### src/hw/rtl/iambic_keyer_core_assert.svh
// Assertion macros for the iambic keyer core.
// Expects clk and rst to be visible in the including scope.
`ifndef IAMBIC_KEYER_CORE_ASSERT_SVH
`define IAMBIC_KEYER_CORE_ASSERT_SVH

// Same-cycle implication, disabled during reset.
`define IK_ASSERT_IMP(lbl, ante, cons) \
  lbl: assert property (@(posedge clk) disable iff (rst) (ante) |-> (cons)) \
    else $error("iambic keyer: implication check failed");

// Next-cycle implication, disabled during reset.
`define IK_ASSERT_NXT(lbl, ante, cons) \
  lbl: assert property (@(posedge clk) disable iff (rst) (ante) |=> (cons)) \
    else $error("iambic keyer: next-cycle check failed");

`endif

### src/hw/rtl/ik_pkg.sv
// Shared constants for the iambic keyer core: field widths, phase codes,
// key event codes, configuration register indexes and reset values. No dependencies.
`timescale 1ns / 1ps

package ik_pkg;

  localparam int DIT_LEN_W  = 10;
  localparam int TIMEOUT_W  = 16;
  localparam int TIME_W     = 16;
  localparam int CFG_IDX_W  = 2;
  localparam int CFG_DATA_W = 16;
  localparam int EVENT_W    = 2;
  localparam int PHASE_W    = 2;

  // phases
  localparam logic [PHASE_W-1:0] PH_IDLE  = 2'd0;
  localparam logic [PHASE_W-1:0] PH_TONE  = 2'd1;
  localparam logic [PHASE_W-1:0] PH_SPACE = 2'd2;

  // key events
  localparam logic [EVENT_W-1:0] EV_NONE = 2'd0;
  localparam logic [EVENT_W-1:0] EV_DIT  = 2'd1;
  localparam logic [EVENT_W-1:0] EV_DAH  = 2'd2;
  localparam logic [EVENT_W-1:0] EV_UP   = 2'd3;

  // configuration register indexes
  localparam logic [CFG_IDX_W-1:0] CFG_DIT_LENGTH = 2'd0;
  localparam logic [CFG_IDX_W-1:0] CFG_MODE_B     = 2'd1;
  localparam logic [CFG_IDX_W-1:0] CFG_TIMEOUT    = 2'd2;

  localparam logic [DIT_LEN_W-1:0] DIT_LEN_RESET = 10'd48;
  localparam logic [TIMEOUT_W-1:0] TIMEOUT_RESET = 16'd5000;

endpackage

### src/hw/rtl/ik_span.sv
// Element duration: one or three dit lengths, saturated to the counter width.
// Depends on ik_pkg for the dit length width.
`timescale 1ns / 1ps

module ik_span #(
  parameter int COUNT_WIDTH = 12
) (
  input  logic [ik_pkg::DIT_LEN_W-1:0] dit_length,
  input  logic                         triple,
  output logic [COUNT_WIDTH-1:0]       span
);

  // 3 * 1023 needs two more bits than the dit length
  localparam int FULL_W = ik_pkg::DIT_LEN_W + 2;
  localparam int EXT_W  = (COUNT_WIDTH > FULL_W) ? COUNT_WIDTH : FULL_W;
  localparam logic [EXT_W-1:0] CAP = EXT_W'({COUNT_WIDTH{1'b1}});

  logic [FULL_W-1:0] base;
  logic [FULL_W-1:0] full;
  logic [EXT_W-1:0]  full_ext;

  always_comb begin
    // zero length acts as one tick
    base = (dit_length == '0) ? FULL_W'(1) : FULL_W'(dit_length);
    full = triple ? (base + (base << 1)) : base;
    full_ext = EXT_W'(full);
    span = (full_ext > CAP) ? COUNT_WIDTH'(CAP) : COUNT_WIDTH'(full_ext);
  end

endmodule

### src/hw/rtl/iambic_keyer_core.sv
// Iambic Morse keyer core, modes A and B, one millisecond tick per transaction.
// An accepted tick waits in the input register until it can advance; its result is then registered.
// Throughput: one tick per cycle while the output is not stalled; one input register and one result register.
// Reset (rst, synchronous): idle phase, counters and latches cleared,
// registers back to dit 48 ticks, mode A, timeout 5000 ticks.
// Depends on ik_pkg, ik_span and iambic_keyer_core_assert.svh.
`timescale 1ns / 1ps

module iambic_keyer_core #(
  parameter int COUNT_WIDTH = 12
) (
  input  logic                           clk,
  input  logic                           rst,
  input  logic                           cfg_wr_en,
  input  logic [ik_pkg::CFG_IDX_W-1:0]   cfg_index,
  input  logic [ik_pkg::CFG_DATA_W-1:0]  cfg_data,
  input  logic                           in_valid,
  output logic                           in_stall,
  input  logic                           dit_paddle,
  input  logic                           dah_paddle,
  input  logic                           stop_request,
  output logic                           out_valid,
  input  logic                           out_stall,
  output logic                           key_active,
  output logic [ik_pkg::EVENT_W-1:0]     key_event
);

  `include "iambic_keyer_core_assert.svh"

  // configuration
  logic [ik_pkg::DIT_LEN_W-1:0] dit_length;
  logic                         mode_b;
  logic [ik_pkg::TIMEOUT_W-1:0] timeout;

  // input register
  logic in_full;
  logic dit_q, dah_q, stop_q;

  // keyer state
  logic [ik_pkg::PHASE_W-1:0] phase, phase_next;
  logic [COUNT_WIDTH-1:0]     countdown, countdown_next;
  logic [ik_pkg::TIME_W-1:0]  time_in_phase, time_in_phase_next;
  logic                       last_was_dit, last_was_dit_next;
  logic                       dit_latch, dit_latch_next;
  logic                       dah_latch, dah_latch_next;
  logic [1:0]                 tone_snap, tone_snap_next;
  logic [1:0]                 space_snap, space_snap_next;

  logic                       key_active_next;
  logic [ik_pkg::EVENT_W-1:0] key_event_next;

  logic advance;
  logic [COUNT_WIDTH-1:0] span_dit, span_dah;

  assign advance  = in_full && !(out_valid && out_stall);
  assign in_stall = in_full && !advance;

  ik_span #(.COUNT_WIDTH(COUNT_WIDTH)) u_span_dit (
    .dit_length (dit_length),
    .triple     (1'b0),
    .span       (span_dit)
  );

  ik_span #(.COUNT_WIDTH(COUNT_WIDTH)) u_span_dah (
    .dit_length (dit_length),
    .triple     (1'b1),
    .span       (span_dah)
  );

  always_ff @(posedge clk) begin
    if (rst) begin
      dit_length <= ik_pkg::DIT_LEN_RESET;
      mode_b     <= 1'b0;
      timeout    <= ik_pkg::TIMEOUT_RESET;
    end else if (cfg_wr_en) begin
      unique case (cfg_index)
        ik_pkg::CFG_DIT_LENGTH: dit_length <= cfg_data[ik_pkg::DIT_LEN_W-1:0];
        ik_pkg::CFG_MODE_B:     mode_b     <= cfg_data[0];
        ik_pkg::CFG_TIMEOUT:    timeout    <= cfg_data[ik_pkg::TIMEOUT_W-1:0];
        default: ;
      endcase
    end
  end

  // element choice at space end (post-update latches) or from idle (stored latches)
  function automatic logic [ik_pkg::EVENT_W-1:0] pick(
    input logic       dit,
    input logic       dah,
    input logic       from_idle,
    input logic       lwd,
    input logic       dit_l,
    input logic       dah_l,
    input logic [1:0] snap,
    input logic       mode_b_en
  );
    logic [ik_pkg::EVENT_W-1:0] kind;
    kind = ik_pkg::EV_NONE;
    if (from_idle || lwd) begin
      priority if (dah_l || dah) kind = ik_pkg::EV_DAH;
      else if (dit_l || dit)     kind = ik_pkg::EV_DIT;
      else if (mode_b_en && snap[1]) kind = ik_pkg::EV_DAH;
      else kind = ik_pkg::EV_NONE;
    end else begin
      priority if (dit_l || dit) kind = ik_pkg::EV_DIT;
      else if (dah_l || dah)     kind = ik_pkg::EV_DAH;
      else if (mode_b_en && snap[0]) kind = ik_pkg::EV_DIT;
      else kind = ik_pkg::EV_NONE;
    end
    if (from_idle && dit && dah) kind = ik_pkg::EV_DIT;
    return kind;
  endfunction

  always_comb begin
    logic                       busy;
    logic [ik_pkg::TIME_W-1:0]  tip_inc;
    logic [COUNT_WIDTH-1:0]     cd_dec;
    logic                       dit_l_upd, dah_l_upd;
    logic [ik_pkg::EVENT_W-1:0] kind;
    logic                       go_idle;
    logic                       start_tone;

    phase_next         = phase;
    countdown_next     = countdown;
    time_in_phase_next = time_in_phase;
    last_was_dit_next  = last_was_dit;
    dit_latch_next     = dit_latch;
    dah_latch_next     = dah_latch;
    tone_snap_next     = tone_snap;
    space_snap_next    = space_snap;
    key_event_next     = ik_pkg::EV_NONE;
    go_idle            = 1'b0;
    start_tone         = 1'b0;

    busy = (phase == ik_pkg::PH_TONE) || (phase == ik_pkg::PH_SPACE);
    tip_inc = (time_in_phase == '1) ? time_in_phase : time_in_phase + 1'b1;
    cd_dec = (countdown != '0) ? countdown - 1'b1 : countdown;

    dit_l_upd = dit_latch;
    dah_l_upd = dah_latch;
    if (phase == ik_pkg::PH_TONE) begin
      if (last_was_dit && dah_q && !tone_snap[1]) dah_l_upd = 1'b1;
      if (!last_was_dit && dit_q && !tone_snap[0]) dit_l_upd = 1'b1;
    end else begin
      if (dit_q && !space_snap[0]) dit_l_upd = 1'b1;
      if (dah_q && !space_snap[1]) dah_l_upd = 1'b1;
    end

    kind = pick(dit_q, dah_q, !busy, last_was_dit, busy ? dit_l_upd : dit_latch,
                busy ? dah_l_upd : dah_latch, tone_snap, mode_b);

    priority if (stop_q || (busy && (tip_inc > timeout))) begin
      if (phase == ik_pkg::PH_TONE) key_event_next = ik_pkg::EV_UP;
      go_idle = 1'b1;
    end else if (!busy) begin
      if ((dit_q || dah_q) && (kind != ik_pkg::EV_NONE)) start_tone = 1'b1;
    end else begin
      time_in_phase_next = tip_inc;
      dit_latch_next     = dit_l_upd;
      dah_latch_next     = dah_l_upd;
      countdown_next     = cd_dec;
      if (cd_dec == '0) begin
        if (phase == ik_pkg::PH_TONE) begin
          key_event_next     = ik_pkg::EV_UP;
          phase_next         = ik_pkg::PH_SPACE;
          time_in_phase_next = '0;
          space_snap_next    = {dah_q, dit_q};
          countdown_next     = span_dit;
        end else if (kind != ik_pkg::EV_NONE) begin
          start_tone = 1'b1;
        end else begin
          go_idle = 1'b1;
        end
      end
    end

    if (start_tone) begin
      key_event_next     = kind;
      tone_snap_next     = {dah_q, dit_q};
      dit_latch_next     = 1'b0;
      dah_latch_next     = 1'b0;
      last_was_dit_next  = (kind == ik_pkg::EV_DIT);
      phase_next         = ik_pkg::PH_TONE;
      time_in_phase_next = '0;
      countdown_next     = (kind == ik_pkg::EV_DIT) ? span_dit : span_dah;
    end

    if (go_idle) begin
      phase_next         = ik_pkg::PH_IDLE;
      countdown_next     = '0;
      time_in_phase_next = '0;
      dit_latch_next     = 1'b0;
      dah_latch_next     = 1'b0;
      tone_snap_next     = '0;
      space_snap_next    = '0;
    end

    key_active_next = (phase_next == ik_pkg::PH_TONE);
  end

  // control
  always_ff @(posedge clk) begin
    if (rst) begin
      in_full       <= 1'b0;
      out_valid     <= 1'b0;
      phase         <= ik_pkg::PH_IDLE;
      countdown     <= '0;
      time_in_phase <= '0;
      last_was_dit  <= 1'b0;
      dit_latch     <= 1'b0;
      dah_latch     <= 1'b0;
      tone_snap     <= '0;
      space_snap    <= '0;
    end else begin
      if (in_valid && !in_stall) in_full <= 1'b1;
      else if (advance)          in_full <= 1'b0;

      if (advance)         out_valid <= 1'b1;
      else if (!out_stall) out_valid <= 1'b0;

      if (advance) begin
        phase         <= phase_next;
        countdown     <= countdown_next;
        time_in_phase <= time_in_phase_next;
        last_was_dit  <= last_was_dit_next;
        dit_latch     <= dit_latch_next;
        dah_latch     <= dah_latch_next;
        tone_snap     <= tone_snap_next;
        space_snap    <= space_snap_next;
      end
    end
  end

  // payload
  always_ff @(posedge clk) begin
    if (in_valid && !in_stall) begin
      dit_q  <= dit_paddle;
      dah_q  <= dah_paddle;
      stop_q <= stop_request;
    end
    if (advance) begin
      key_active <= key_active_next;
      key_event  <= key_event_next;
    end
  end

  `IK_ASSERT_IMP(a_keydown_active,
                 out_valid && (key_event == ik_pkg::EV_DIT || key_event == ik_pkg::EV_DAH),
                 key_active)
  `IK_ASSERT_IMP(a_keyup_inactive, out_valid && key_event == ik_pkg::EV_UP, !key_active)
  `IK_ASSERT_IMP(a_idle_clean, phase == ik_pkg::PH_IDLE,
                 countdown == '0 && !dit_latch && !dah_latch && time_in_phase == '0)
  `IK_ASSERT_NXT(a_advance_result, advance, out_valid)

endmodule
### config.mk
export PLATFORM = sky130hd
export DESIGN_NAME = iambic_keyer_core
export DESIGN_NICKNAME = d
export VERILOG_FILES = /design/src/hw/rtl/ik_pkg.sv /design/src/hw/rtl/ik_span.sv /design/src/hw/rtl/iambic_keyer_core.sv
export VERILOG_INCLUDE_DIRS = /design/src /design/src/hw/rtl
export SDC_FILE = /design/constraint.sdc
export NUM_CORES = 1
export LEC_CHECK = 0
export BUFFER_PORTS_ARGS = -buffer_cell sky130_fd_sc_hd__buf_2
export CORE_MARGIN = 3
export CORE_UTILIZATION = 27
export CTS_BUF_LIST = sky130_fd_sc_hd__clkbuf_4
export DETAILED_ROUTE_END_ITERATION = 6
export GPL_ROUTABILITY_DRIVEN = 0
export HOLD_SLACK_MARGIN = 0.12
export PLACE_DENSITY = 0.4
export RECOVER_POWER = 100
export SETUP_SLACK_MARGIN = 0.5
export SLEW_MARGIN = 20
export SYNTH_ARGS = -nofsm -noshare
export SYNTH_HDL_FRONTEND = slang
export SYNTH_SLANG_ARGS = --single-unit
### constraint.sdc
create_clock -name clk -period 4.9 [get_ports clk]
set_input_delay 0.49 -clock clk [delete_from_list [all_inputs] [get_ports clk]]
set_output_delay 0.49 -clock clk [all_outputs]
set_load 0.01 [all_outputs]
==> parameters.txt, run 1 <==
Parameter                              Value

Floorplanning
  Die extent in x ... 142 um
  Std cell rows ... 49
  Core area ... 0.0181 sq mm
  Number of ports placed on the die boundary ... 31
  Starting utilization of the core area ... 27.6%
  Die Ht ... 142 um
  Die area ... 0.0202 sq mm

Logic synthesis
  Proportion of synthesized flip-flops having asynchronous set or reset ... 0%
  Most frequently used cell type in the post-synthesis netlist ... sky130_fd_sc_hd__nor2_1
  Ranking of synthesized cells by instance count ... 75 x sky130_fd_sc_hd__nor2_1, 66 x sky130_fd_sc_hd__dfxtp_1, 48 x sky130_fd_sc_hd__nand2_1
  Net count of the mapped netlist ... 681
  Mapped Avg Cell Area ... 8.07 sq um
  Yosys cell types ... 69
  Leading register cell type out of synthesis ... sky130_fd_sc_hd__dfxtp_1
  Cell type with the highest aggregate area in the netlist ... sky130_fd_sc_hd__dfxtp_1
  Synthesized netlist cell count ... 619
  Number of flops mapped to enable cells by yosys ... 6
  Fraction of synthesized cell area taken by the top area cell type ... 26.5%
  Ys Warns ... 0
  Total standard cell area after synthesis ... 0.00499 sq mm
  Sequential-to-total area share from yosys stat ... 30.1%
  Number of flip-flops and latches in the synthesized netlist ... 72
  Synth area leaders ... sky130_fd_sc_hd__dfxtp_1 26%, sky130_fd_sc_hd__ha_1 8.8%, sky130_fd_sc_hd__nor2_1 5.6%, sky130_fd_sc_hd__a21oi_1 4.2%, sky130_fd_sc_hd__edfxtp_1 3.6%

Hold path
  Worst hold path class ... input pin to flip-flop
  Hold path startpoint ... dit_paddle
  Hold Crit Depth ... 1

STA
  Crit path setup slack, layout ... 0.464 ns
  WHS ... 0.213 ns
  Maximum achievable frequency ... 0.225 GHz
  Transition time at the pin with the least slew margin ... 1.94 ns
  Fin crit share ... 90.5%
  Skew final ... 0.0338 ns
  Min cycle time layout ... 4.44 ns
  RSZ-0062 raised after global routing ... no
  Total of endpoints with negative setup slack in the final report ... 0
  Final number of hold-violating endpoints ... 0
  Worst slew margin relative to its limit ... -29.3%
  Total count of max-transition violations in the final report ... 20

Clocking
  Total CTS buffers ... 9
  Clock transition at path regs ... 0.15 ns
  Clock tree from TritonCTS ... built
  Maximum buffer depth of the clock tree ... 2
  Clock sink count ... 72
  Latest clock arrival within the worst-skew pair ... 0.47 ns
  Root buffer selected by CTS ... sky130_fd_sc_hd__clkbuf_4
  H-tree depth ... 3

Cells and area
  Final #Nets ... 711
  Share of final-layout standard cells stronger than drive strength 1 ... 13.3%
  Area taken by multi-input logic gates ... 0.00327 sq mm
  Area used by sequential logic in the layout ... 0.00151 sq mm
  Count of fill cells added during filler insertion ... 1,947
  Area grow syn2layout ... 12.4%

Outcome
  Run status ... finished, violations left
  Violated checks ... max-capacitance violations, max-slew violations

Worst setup path
  Critical Path Source Type ... flip-flop
  Worst-path fanout max ... 11
  Critical path origin ... time_in_phase[4]
  Category of the most critical setup path ... flip-flop to flip-flop
  Worst path required time ... 5.29 ns
  Beginning of the worst register-to-register path ... time_in_phase[4]
  Crit path capture type ... flip-flop
  CP Data Arrival Time ... 4.83 ns
  Reg2reg path depth ... 15

Job
  Max-cap viol count ... 1

GRT
  Via count of the first global-routing pass ... 4,494
  Met2 capacity usage during global routing ... 23.0%
  Initial antenna violation count ... 2
  Total overflow reported by the global router ... 0
  Global-route usage over all layers ... 15.2%
  Met3 track demand over resource in global routing ... 2.15%
  Pin count of the biggest net entering global routing ... 39
  Met1 track demand over resource in global routing ... 22.3%
  Wire length of the first global-routing pass ... 24.2 mm
  Busiest layer in global routing ... met2

Detailed routing
  WL per Instance ... 17.0 um
  Antenna Violating Nets Remaining ... 0
  Number of DRC violations after detailed-routing iteration 0 ... 313
  Routed vias/inst ... 5.26
  Count of TritonRoute iterations in the first routing pass ... 5
  DRC ... 0
  Vias ... 4,653
  Wire length after detailed routing ... 15.0 mm

Pwr
  Total leakage power ... 2.17 nW
  Switching part of the total power ... 36.2%
  Power density relative to cell area ... 238 mW/mm^2
  Gate power share ... 25.5%
  Sequential group share of total power ... 48.1%
  Net switching power ... 0.483 mW
  Largest vdd supply drop ... 0.0000923 V
  Proportion of power drawn by the clock network ... 26.4%
  Pint ... 0.852 mW

Placed design
  Worst slack, placed ... -0.0688 ns
  Buffers added on ports ... 30
  HPWL after detailed placement ... 11.2 mm
-- sequential cells by signal, summed over array words and instances, names as in the netlist, 2 cells and up --
register       flops
space_snap         2
phase              2
key_event          2
dit_length        10
timeout           16
tone_snap          2
time_in_phase     16
countdown         12
-- cells by family (layout without fill, tap and decap cells) --
logic type      after synthesis  in the layout  synth area share [%]
mux                          15             15                  3.31
fa+ha+maj                    36             36                  9.17
other cells                   0              1                     0
simple gates                237            237                  24.2
buf+inv                      68            103                  5.34
xor+xnor                     19             19                  3.33
compound gates              172            172                  24.6
flops                        72             72                  30.1
-- critical path, cell delays in order, from the launching register on --
cell                       delay, ns
sky130_fd_sc_hd__dfxtp_1        0.37
sky130_fd_sc_hd__and4_4         0.22
sky130_fd_sc_hd__nand4_1        0.15
sky130_fd_sc_hd__or4_1          0.55
sky130_fd_sc_hd__and4_4         0.24
sky130_fd_sc_hd__and3_1         0.22
sky130_fd_sc_hd__xor2_1         0.15
sky130_fd_sc_hd__ha_1           0.29
sky130_fd_sc_hd__nand4_1        0.14
sky130_fd_sc_hd__or4_1          0.49
sky130_fd_sc_hd__a21oi_4        0.20
sky130_fd_sc_hd__a41oi_4        0.08
sky130_fd_sc_hd__a211o_1        0.43
sky130_fd_sc_hd__nor2_1         0.14
sky130_fd_sc_hd__clkbuf_1       0.48
sky130_fd_sc_hd__a22o_1         0.21
-- final timing paths --
path                      end  slack [ns]
max          time_in_phase[5]        0.46
min                     dit_q        0.21
max reg2reg  time_in_phase[5]        0.46
min reg2reg       timeout[15]        0.47
-- power groups by stage --
stage               Combinational [mW]  Clock (mW)  Sequential [mW]
finish                           0.341       0.352            0.642
floorplan                        0.246           0            0.644
global placement                 0.334           0            0.654
detailed placement               0.333           0            0.656
global route                     0.382       0.391            0.647
CTS                              0.340       0.374            0.642
-- cells in the final DEF (no fill, tap or decap), drive strengths merged, types with 6 or more instances in the layout --
cell and count:
o211ai 6, clkbuf 21, nor4 7, nand2b 13, a311oi 7, nand2 48
buf 42, o21ai 26, edfxtp 6, or3 6, or4 6, ha 35
a21oi 42, nor3 10, mux2i 6, inv 35, nor2 75, dfxtp 66
a211o 11, a22o 11, nand4 12, mux2 9, nand3 23, a31oi 6
a21o 8, and3 8, xnor2 14, a211oi 14
-- layer usage --
| layer | wire length, um | up-vias |
|---|---|---|
| li1 | - | 2348 |
| met1 | 7770 | 2196 |
| met2 | 6450 | 91 |
| met3 | 565 | 16 |
| met4 | 216 | 2 |
| met5 | 20 | - |
-- layout make-up --
| class | instances | share of cell area, % |
|---|---|---|
| clock buffer | 10 | 1.34 |
| inverter | 34 | 2.27 |
| clock inverter | 6 | 0.780 |
| multi-input combinational | 479 | 58.3 |
| antenna | 1 | 0.0446 |
| tap | 229 | 5.10 |
| timing repair buffer | 53 | 5.28 |
| sequential | 72 | 26.8 |
-- what timing repair did --
item / CTS / global route
pin swaps: 3 / 5
setup endpoints to repair: 39 / 27
hold buffers: 0 / 0
resized for setup: 8 / 9
setup buffers: 2 / 7
-- stage by stage --
stage,TNS (ns),power [mW],std cells,util (%),cell area (sq um)
after floorplan,0,0.890,619,-,4990
after global placement,-0.0332,0.989,858,29.9,5410
after detailed placement,-0.164,0.988,858,29.9,5410
after CTS,0,1.36,876,30.8,5570
after global routing,0,1.42,884,31.0,5610
final,0,1.34,884,31.0,5610
(Power assumes the default switching activity.)
==> run 2: changes to the inputs <==
--- a/config.mk
+++ b/config.mk
@@ -10,13 +10,14 @@
 export CORE_MARGIN = 3
 export CORE_UTILIZATION = 27
 export CTS_BUF_LIST = sky130_fd_sc_hd__clkbuf_4
+export CTS_CLUSTER_DIAMETER = 200
 export DETAILED_ROUTE_END_ITERATION = 6
 export GPL_ROUTABILITY_DRIVEN = 0
 export HOLD_SLACK_MARGIN = 0.12
 export PLACE_DENSITY = 0.4
 export RECOVER_POWER = 100
+export REMOVE_ABC_BUFFERS = 1
 export SETUP_SLACK_MARGIN = 0.5
-export SLEW_MARGIN = 20
 export SYNTH_ARGS = -nofsm -noshare
 export SYNTH_HDL_FRONTEND = slang
 export SYNTH_SLANG_ARGS = --single-unit
==> parameters.txt, run 2 (synthesized netlist as in run 1, its figures left out) <==
Parameter                              Value

Outcome
  Violated checks ... max-capacitance violations, max-slew violations (unchanged)
  Run status ... finished, violations left (unchanged)

GRT
  Met1 track demand over resource in global routing ... 22.6% (was 22.3%)
  Global-route usage over all layers ... 14.9% (was 15.2%)
  Pin count of the biggest net entering global routing ... 33 (was 39)
  Busiest layer in global routing ... met1 (was met2)
  Met3 track demand over resource in global routing ... 2.59% (was 2.15%)
  Met2 capacity usage during global routing ... 21.4% (was 23.0%)
  Initial antenna violation count ... 1 (was 2)
  Total overflow reported by the global router ... 0 (unchanged)
  Via count of the first global-routing pass ... 4,299 (was 4,494)
  Wire length of the first global-routing pass ... 23.7 mm (was 24.2 mm)

Placed design
  Worst slack, placed ... 0.0129 ns (was -0.0688 ns)
  Placement-stage cell area ... 0.00541 sq mm (unchanged)
  Buffers added on ports ... 30 (unchanged)
  HPWL after detailed placement ... 10.9 mm (was 11.2 mm)
  Placed cell count ... 858 (unchanged)

Clocking
  Clock sink count ... 72 (unchanged)
  Clock transition at path regs ... 0.14 ns (was 0.15 ns)
  Latest clock arrival within the worst-skew pair ... 0.47 ns (about the same)
  Total CTS buffers ... 9 (unchanged)
  Maximum buffer depth of the clock tree ... 2 (unchanged)
  Clock tree from TritonCTS ... built (unchanged)
  Root buffer selected by CTS ... sky130_fd_sc_hd__clkbuf_4 (unchanged)
  Number of buffers inserted by hold repair at cts ... 0 (unchanged)
  H-tree depth ... 3 (unchanged)

Worst setup path
  Biggest cell delay along the critical path ... 0.57 ns (was 0.55 ns)
  Family of cells with the greatest summed delay on the critical path ... simple AND/OR/NAND/NOR gates (unchanged)
  Cell type of the slowest stage on the worst timing path ... sky130_fd_sc_hd__or4_4 (was sky130_fd_sc_hd__or4_1)
  Chain of cells forming the critical path ... and4_1 -> nand4_1 -> or4_1 -> buf_4 -> mux2_1 -> ha_1 -> nand4_1 -> or4_4 -> a21oi_4 -> a41oi_4 -> clkbuf_1 -> a211o_4 -> a211o_1 -> o211a_1 (was and4_4 -> nand4_1 -> or4_1 -> and4_4 -> and3_1 -> xor2_1 -> ha_1 -> nand4_1 -> or4_1 -> a21oi_4 -> a41oi_4 -> a211o_1 -> nor2_1 -> clkbuf_1 -> a22o_1)
  Category of the most critical setup path ... flip-flop to flip-flop (unchanged)
  Worst path required time ... 5.12 ns (was 5.29 ns)
  Crit path capture type ... flip-flop (unchanged)
  Worst-path fanout max ... 11 (unchanged)
  Beginning of the worst register-to-register path ... time_in_phase[5] (was time_in_phase[4])
  Buf/Inv on CP ... 2 (was 1)
  Critical Path Source Type ... flip-flop (unchanged)
  Critical path origin ... time_in_phase[5] (was time_in_phase[4])
  Most used cell, CP ... sky130_fd_sc_hd__nand4_1
  CP Data Arrival Time ... 4.67 ns (was 4.83 ns)

Pwr
  Sequential group share of total power ... 45.0% (was 48.1%)
  Net switching power ... 0.475 mW (was 0.483 mW)
  Gate power share ... 24.1% (was 25.5%)
  Proportion of power drawn by the clock network ... 30.8% (was 26.4%)
  Power density relative to cell area ... 251 mW/mm^2 (was 238 mW/mm^2)
  Pwr Total ... 1.42 mW (was 1.34 mW)
  Largest vdd supply drop ... 0.000131 V (was 0.0000923 V)
  Pint ... 0.950 mW (was 0.852 mW)
  Switching part of the total power ... 33.3% (was 36.2%)
  Total leakage power ... 2.19 nW (was 2.17 nW)

Detailed routing
  Vias ... 4,608 (was 4,653)
  WL per Instance ... 16.7 um (was 17.0 um)
  Routed vias/inst ... 5.23 (was 5.26)
  Antenna Violating Nets Remaining ... 0 (unchanged)
  Number of DRC violations after detailed-routing iteration 0 ... 312 (was 313)
  Count of TritonRoute iterations in the first routing pass ... 4 (was 5)
  Wire length after detailed routing ... 14.7 mm (was 15.0 mm)
  DRC ... 0 (unchanged)

STA
  Maximum achievable frequency ... 0.225 GHz (about the same)
  Crit path setup slack, layout ... 0.452 ns (was 0.464 ns)
  Final number of hold-violating endpoints ... 0 (unchanged)
  Transition time at the pin with the least slew margin ... 2.03 ns (was 1.94 ns)
  WHS ... 0.203 ns (was 0.213 ns)
  Sum of negative setup slack ... 0 ns (unchanged)
  Worst slew margin relative to its limit ... -35.7% (was -29.3%)
  Min cycle time layout ... 4.45 ns (was 4.44 ns)
  Total count of max-transition violations in the final report ... 20 (unchanged)
  Total of endpoints with negative setup slack in the final report ... 0 (unchanged)
  Fin crit share ... 90.8% (was 90.5%)
  Skew final ... 0.0324 ns (was 0.0338 ns)
  RSZ-0062 raised after global routing ... no (unchanged)

Cells and area
  Area grow syn2layout ... 13.6% (was 12.4%)
  Area used by sequential logic in the layout ... 0.00150 sq mm (was 0.00151 sq mm)
  Final #Nets ... 709 (was 711)
  Share of final-layout standard cells stronger than drive strength 1 ... 12.6% (was 13.3%)
  Area taken by multi-input logic gates ... 0.00329 sq mm (was 0.00327 sq mm)
  Commonest non-fill, non-tap cells in the layout ... 75 x sky130_fd_sc_hd__nor2_1, 64 x sky130_fd_sc_hd__dfxtp_1, 48 x sky130_fd_sc_hd__nand2_1, 41 x sky130_fd_sc_hd__a21oi_1, 35 x sky130_fd_sc_hd__ha_1 (was 74 x sky130_fd_sc_hd__nor2_1, 64 x sky130_fd_sc_hd__dfxtp_1, 48 x sky130_fd_sc_hd__nand2_1, 41 x sky130_fd_sc_hd__a21oi_1, 35 x sky130_fd_sc_hd__ha_1)
  Count of fill cells added during filler insertion ... 1,928 (was 1,947)
  Area of all placed cells without fillers ... 0.00567 sq mm (was 0.00561 sq mm)
  Registers with the most flip-flops ... time_in_phase x16, timeout x16, countdown x12 (unchanged)
  Final cell utilization of the core ... 31.4% (was 31.0%)
  Count of non-filler cells in the finished layout ... 881 (was 884)
  Commonest non-fill, non-tap cell in the layout ... sky130_fd_sc_hd__nor2_1 (unchanged)

Floorplanning
  Number of ports placed on the die boundary ... 31 (unchanged)
  Die Ht ... 142 um (unchanged)
  Die area ... 0.0202 sq mm (unchanged)
  Starting utilization of the core area ... 27.6% (unchanged)
  Std cell rows ... 49 (unchanged)
  Die extent in x ... 142 um (unchanged)
  Core area ... 0.0181 sq mm (unchanged)

Hold path
  Hold path startpoint ... dah_paddle (was dit_paddle)
  Worst hold path class ... input pin to flip-flop (unchanged)

Job
  Max-cap viol count ... 1 (unchanged)
-- run 2: cell count changes in the layout (fill, tap and decap cells not counted), moves of 2 or more --
cell / before / now
sky130_fd_sc_hd__buf_12: 0 / 2
sky130_fd_sc_hd__buf_2: 24 / 22
sky130_fd_sc_hd__buf_4: 18 / 15
sky130_fd_sc_hd__bufinv_16: 0 / 2
sky130_fd_sc_hd__clkinvlp_4: 2 / 0
-- run 2: final cells by class --
type / count / share of cell area [%]
Antenna cell: 1 / 0.0441
Clock buffer: 9 / 1.19
Clock inverter: 6 / 1.48
Inverter: 34 / 2.25
Multi-Input combinational cell: 479 / 58.0
Sequential cell: 72 / 26.5
Tap cell: 229 / 5.05
Timing Repair Buffer: 51 / 5.43
-- run 2: power groups by stage --
stage                     Clock, mW  Sequential [mW]  Combinational (mW)
after floorplan                   0            0.648               0.224
after global placement            0            0.654               0.330
after detailed placement          0            0.655               0.329
after CTS                     0.455            0.641               0.345
after global routing          0.481            0.646               0.383
final                         0.439            0.641               0.344
-- run 2: final timing paths --
path	to	slack [ns]	cells past startpoint
max reg2reg	key_active	0.45	14
max	key_active	0.45	14
min	dah_q	0.20	1
min reg2reg	timeout[6]	0.47	2
-- run 2: metal layers --
layer | wire (um) | vias up
met2 | 6140 | 71
met4 | 168 | 0
met5 | 0 | -
li1 | - | 2352
met1 | 7910 | 2175
met3 | 528 | 10
-- run 2: repair_timing --
action	in CTS	in global routing
endpoints found under the setup margin	40	33
gates resized for setup	12	7
pin swaps	3	11
buffers inserted	4	3
==> run 3: changes to the inputs <==
--- a/config.mk
+++ b/config.mk
@@ -7,6 +7,7 @@
 export NUM_CORES = 1
 export LEC_CHECK = 0
 export BUFFER_PORTS_ARGS = -buffer_cell sky130_fd_sc_hd__buf_2
+export CORE_ASPECT_RATIO = 1.25
 export CORE_MARGIN = 3
 export CORE_UTILIZATION = 27
 export CTS_BUF_LIST = sky130_fd_sc_hd__clkbuf_4
==> parameters.txt, run 3 (synthesized netlist as in run 1, its figures left out) <==
Parameter                              Value

Pwr
  Switching part of the total power ... 33.4% (was 33.3%)
  Largest vdd supply drop ... 0.000111 V (was 0.000131 V)
  Power density relative to cell area ... 251 mW/mm^2 (about the same)
  Sequential group share of total power ... 45.6% (was 45.0%)
  Net switching power ... 0.472 mW (was 0.475 mW)
  Proportion of power drawn by the clock network ... 29.9% (was 30.8%)
  Total leakage power ... 2.19 nW (about the same)
  Pwr Total ... 1.41 mW (was 1.42 mW)
  Pint ... 0.940 mW (was 0.950 mW)
  Gate power share ... 24.6% (was 24.1%)

STA
  RSZ-0062 raised after global routing ... no (unchanged)
  Crit path setup slack, layout ... 0.527 ns (was 0.452 ns)
  Fin crit share ... 89.2% (was 90.8%)
  Final number of hold-violating endpoints ... 0 (unchanged)
  Total count of max-transition violations in the final report ... 45 (was 20)
  Skew final ... 0.0223 ns (was 0.0324 ns)
  Transition time at the pin with the least slew margin ... 2.06 ns (was 2.03 ns)
  Worst slew margin relative to its limit ... -37.5% (was -35.7%)
  Total of endpoints with negative setup slack in the final report ... 0 (unchanged)
  Maximum achievable frequency ... 0.229 GHz (was 0.225 GHz)
  Min cycle time layout ... 4.37 ns (was 4.45 ns)

Clocking
  H-tree depth ... 3 (unchanged)
  Clock tree from TritonCTS ... built (unchanged)
  Maximum buffer depth of the clock tree ... 2 (unchanged)
  Clock sink count ... 72 (unchanged)
  Latest clock arrival within the worst-skew pair ... 0.47 ns (about the same)
  Number of buffers inserted by hold repair at cts ... 0 (unchanged)
  Total CTS buffers ... 9 (unchanged)
  Root buffer selected by CTS ... sky130_fd_sc_hd__clkbuf_4 (unchanged)
  Clock transition at path regs ... 0.11 ns (was 0.14 ns)

Worst setup path
  Stages on the worst setup path ... 15 (was 14)
  Category of the most critical setup path ... flip-flop to flip-flop (unchanged)
  Most used cell, CP ... sky130_fd_sc_hd__nand4_1 (unchanged)
  Family of cells with the greatest summed delay on the critical path ... simple AND/OR/NAND/NOR gates (unchanged)
  Worst path required time ... 5.12 ns (about the same)
  CP Data Arrival Time ... 4.60 ns (was 4.67 ns)
  Buf/Inv on CP ... 1 (was 2)
  Reg2reg path depth ... 15 (was 14)
  Cell type of the slowest stage on the worst timing path ... sky130_fd_sc_hd__or4_1 (was sky130_fd_sc_hd__or4_4)
  Chain of cells forming the critical path ... and4_1 -> nand4_1 -> or4_1 -> and4_4 -> and3_1 -> xor2_1 -> ha_1 -> nand4_1 -> or4_4 -> a21oi_1 -> a41oi_4 -> clkbuf_1 -> a211o_4 -> a211o_1 -> o211a_1 (was and4_1 -> nand4_1 -> or4_1 -> buf_4 -> mux2_1 -> ha_1 -> nand4_1 -> or4_4 -> a21oi_4 -> a41oi_4 -> clkbuf_1 -> a211o_4 -> a211o_1 -> o211a_1)
  Critical Path Source Type ... flip-flop (unchanged)
  Biggest cell delay along the critical path ... 0.56 ns (was 0.57 ns)
  Worst-path fanout max ... 8 (was 11)
  Crit path capture type ... flip-flop (unchanged)

Floorplanning
  Core area ... 0.0178 sq mm (was 0.0181 sq mm)
  Die extent in x ... 128 um (was 142 um)
  Die area ... 0.0202 sq mm (about the same)
  Std cell rows ... 54 (was 49)
  Starting utilization of the core area ... 28.1% (was 27.6%)
  Number of ports placed on the die boundary ... 31 (unchanged)
  Die Ht ... 158 um (was 142 um)

Cells and area
  Count of fill cells added during filler insertion ... 1,900 (was 1,928)
  Commonest non-fill, non-tap cell in the layout ... sky130_fd_sc_hd__nor2_1 (unchanged)
  Area grow syn2layout ... 12.6% (was 13.6%)
  Registers with the most flip-flops ... time_in_phase x16, timeout x16, countdown x12 (unchanged)
  Final #Nets ... 709 (unchanged)
  Area of all placed cells without fillers ... 0.00562 sq mm (was 0.00567 sq mm)
  Commonest non-fill, non-tap cells in the layout ... 75 x sky130_fd_sc_hd__nor2_1, 65 x sky130_fd_sc_hd__dfxtp_1, 48 x sky130_fd_sc_hd__nand2_1, 42 x sky130_fd_sc_hd__a21oi_1, 35 x sky130_fd_sc_hd__ha_1 (was 75 x sky130_fd_sc_hd__nor2_1, 64 x sky130_fd_sc_hd__dfxtp_1, 48 x sky130_fd_sc_hd__nand2_1, 41 x sky130_fd_sc_hd__a21oi_1, 35 x sky130_fd_sc_hd__ha_1)
  Share of final-layout standard cells stronger than drive strength 1 ... 12.8% (was 12.6%)

Detailed routing
  Routed vias/inst ... 5.37 (was 5.23)
  Count of TritonRoute iterations in the first routing pass ... 6 (was 4)
  Wire length after detailed routing ... 15.9 mm (was 14.7 mm)
  WL per Instance ... 18.2 um (was 16.7 um)
  DRC ... 0 (unchanged)
  Antenna Violating Nets Remaining ... 0 (unchanged)
  Vias ... 4,703 (was 4,608)
  Number of DRC violations after detailed-routing iteration 0 ... 227 (was 312)

GRT
  Initial antenna violation count ... 1 (unchanged)
  Total overflow reported by the global router ... 0 (unchanged)
  Via count of the first global-routing pass ... 4,644 (was 4,299)
  Global-route usage over all layers ... 16.2% (was 14.9%)
  Wire length of the first global-routing pass ... 25.4 mm (was 23.7 mm)
  Pin count of the biggest net entering global routing ... 45 (was 33)

Hold path
  Worst hold path class ... input pin to flip-flop (unchanged)
  Hold Crit Depth ... 1 (unchanged)

Outcome
  Violated checks ... max-capacitance violations, max-slew violations (unchanged)
  Run status ... finished, violations left (unchanged)

Placed design
  Placement-stage cell area ... 0.00541 sq mm (about the same)
  Buffers added on ports ... 30 (unchanged)
  HPWL after detailed placement ... 12.0 mm (was 10.9 mm)
  Worst slack, placed ... -0.168 ns (was 0.0129 ns)

Job
  Max-cap viol count ... 1 (unchanged)
-- run 3: changes by cell type in the layout (fill, tap and decap cells not counted), sizes merged --
cell    change
clkbuf      -2
buf         +2
inv         -1
-- run 3: final cells by class --
class                      count  area (sq um)  share of cell area [%]
sequential                    72          1500                    26.7
clock inverter                 5          73.8                    1.31
clock buffer                   9          67.6                    1.20
tap                          224           280                    4.99
inverter                      34           128                    2.27
timing repair buffer          51           289                    5.14
multi-input combinational    479          3280                    58.3
antenna                        1          2.50                  0.0445
-- run 3: path summary, 6_finish.rpt --
path | startpoint | to | slack [ns]
max reg2reg | time_in_phase[7] | key_active | 0.53
min reg2reg | timeout[10] | timeout[10] | 0.46
max | time_in_phase[7] | key_active | 0.53
min | dit_paddle | dit_q | 0.20
-- run 3: metrics by stage --
step	cells	hold WS, ns	setup TNS (ns)	utilization [%]
2_1_floorplan	585	0.430	0	-
3_3_place_gp	855	0.447	-0.367	30.5
3_5_place_dp	855	0.450	-0.641	30.5
4_1_cts	873	0.179	0	31.7
5_1_grt	875	0.172	0	31.6
6_report	875	0.205	0	31.6
-- run 3: metal layers --
metal  vias up  track usage (%)  part of all wire (%)
met5         -                0                     0
met1      2252             18.9                    43
met3        25             2.33                   2.7
li1       2341                -                     -
met2        85             29.2                    52
met4         0             7.43                   2.7
-- run 3: power by group through the flow --
stage / sequential [mW] / combinational [mW] / clock (mW)
final: 0.643 / 0.347 / 0.422
after global routing: 0.647 / 0.386 / 0.461
after CTS: 0.644 / 0.350 / 0.437
after detailed placement: 0.657 / 0.339 / 0
after global placement: 0.656 / 0.336 / 0
after floorplan: 0.648 / 0.224 / 0
-- run 3: what timing repair did --
| item | in CTS | in global routing |
|---|---|---|
| pin swaps | 3 | 6 |
| endpoints found under the setup margin | 39 | 35 |
| gates resized for setup | 11 | 5 |
| setup buffers | 4 | 1 |
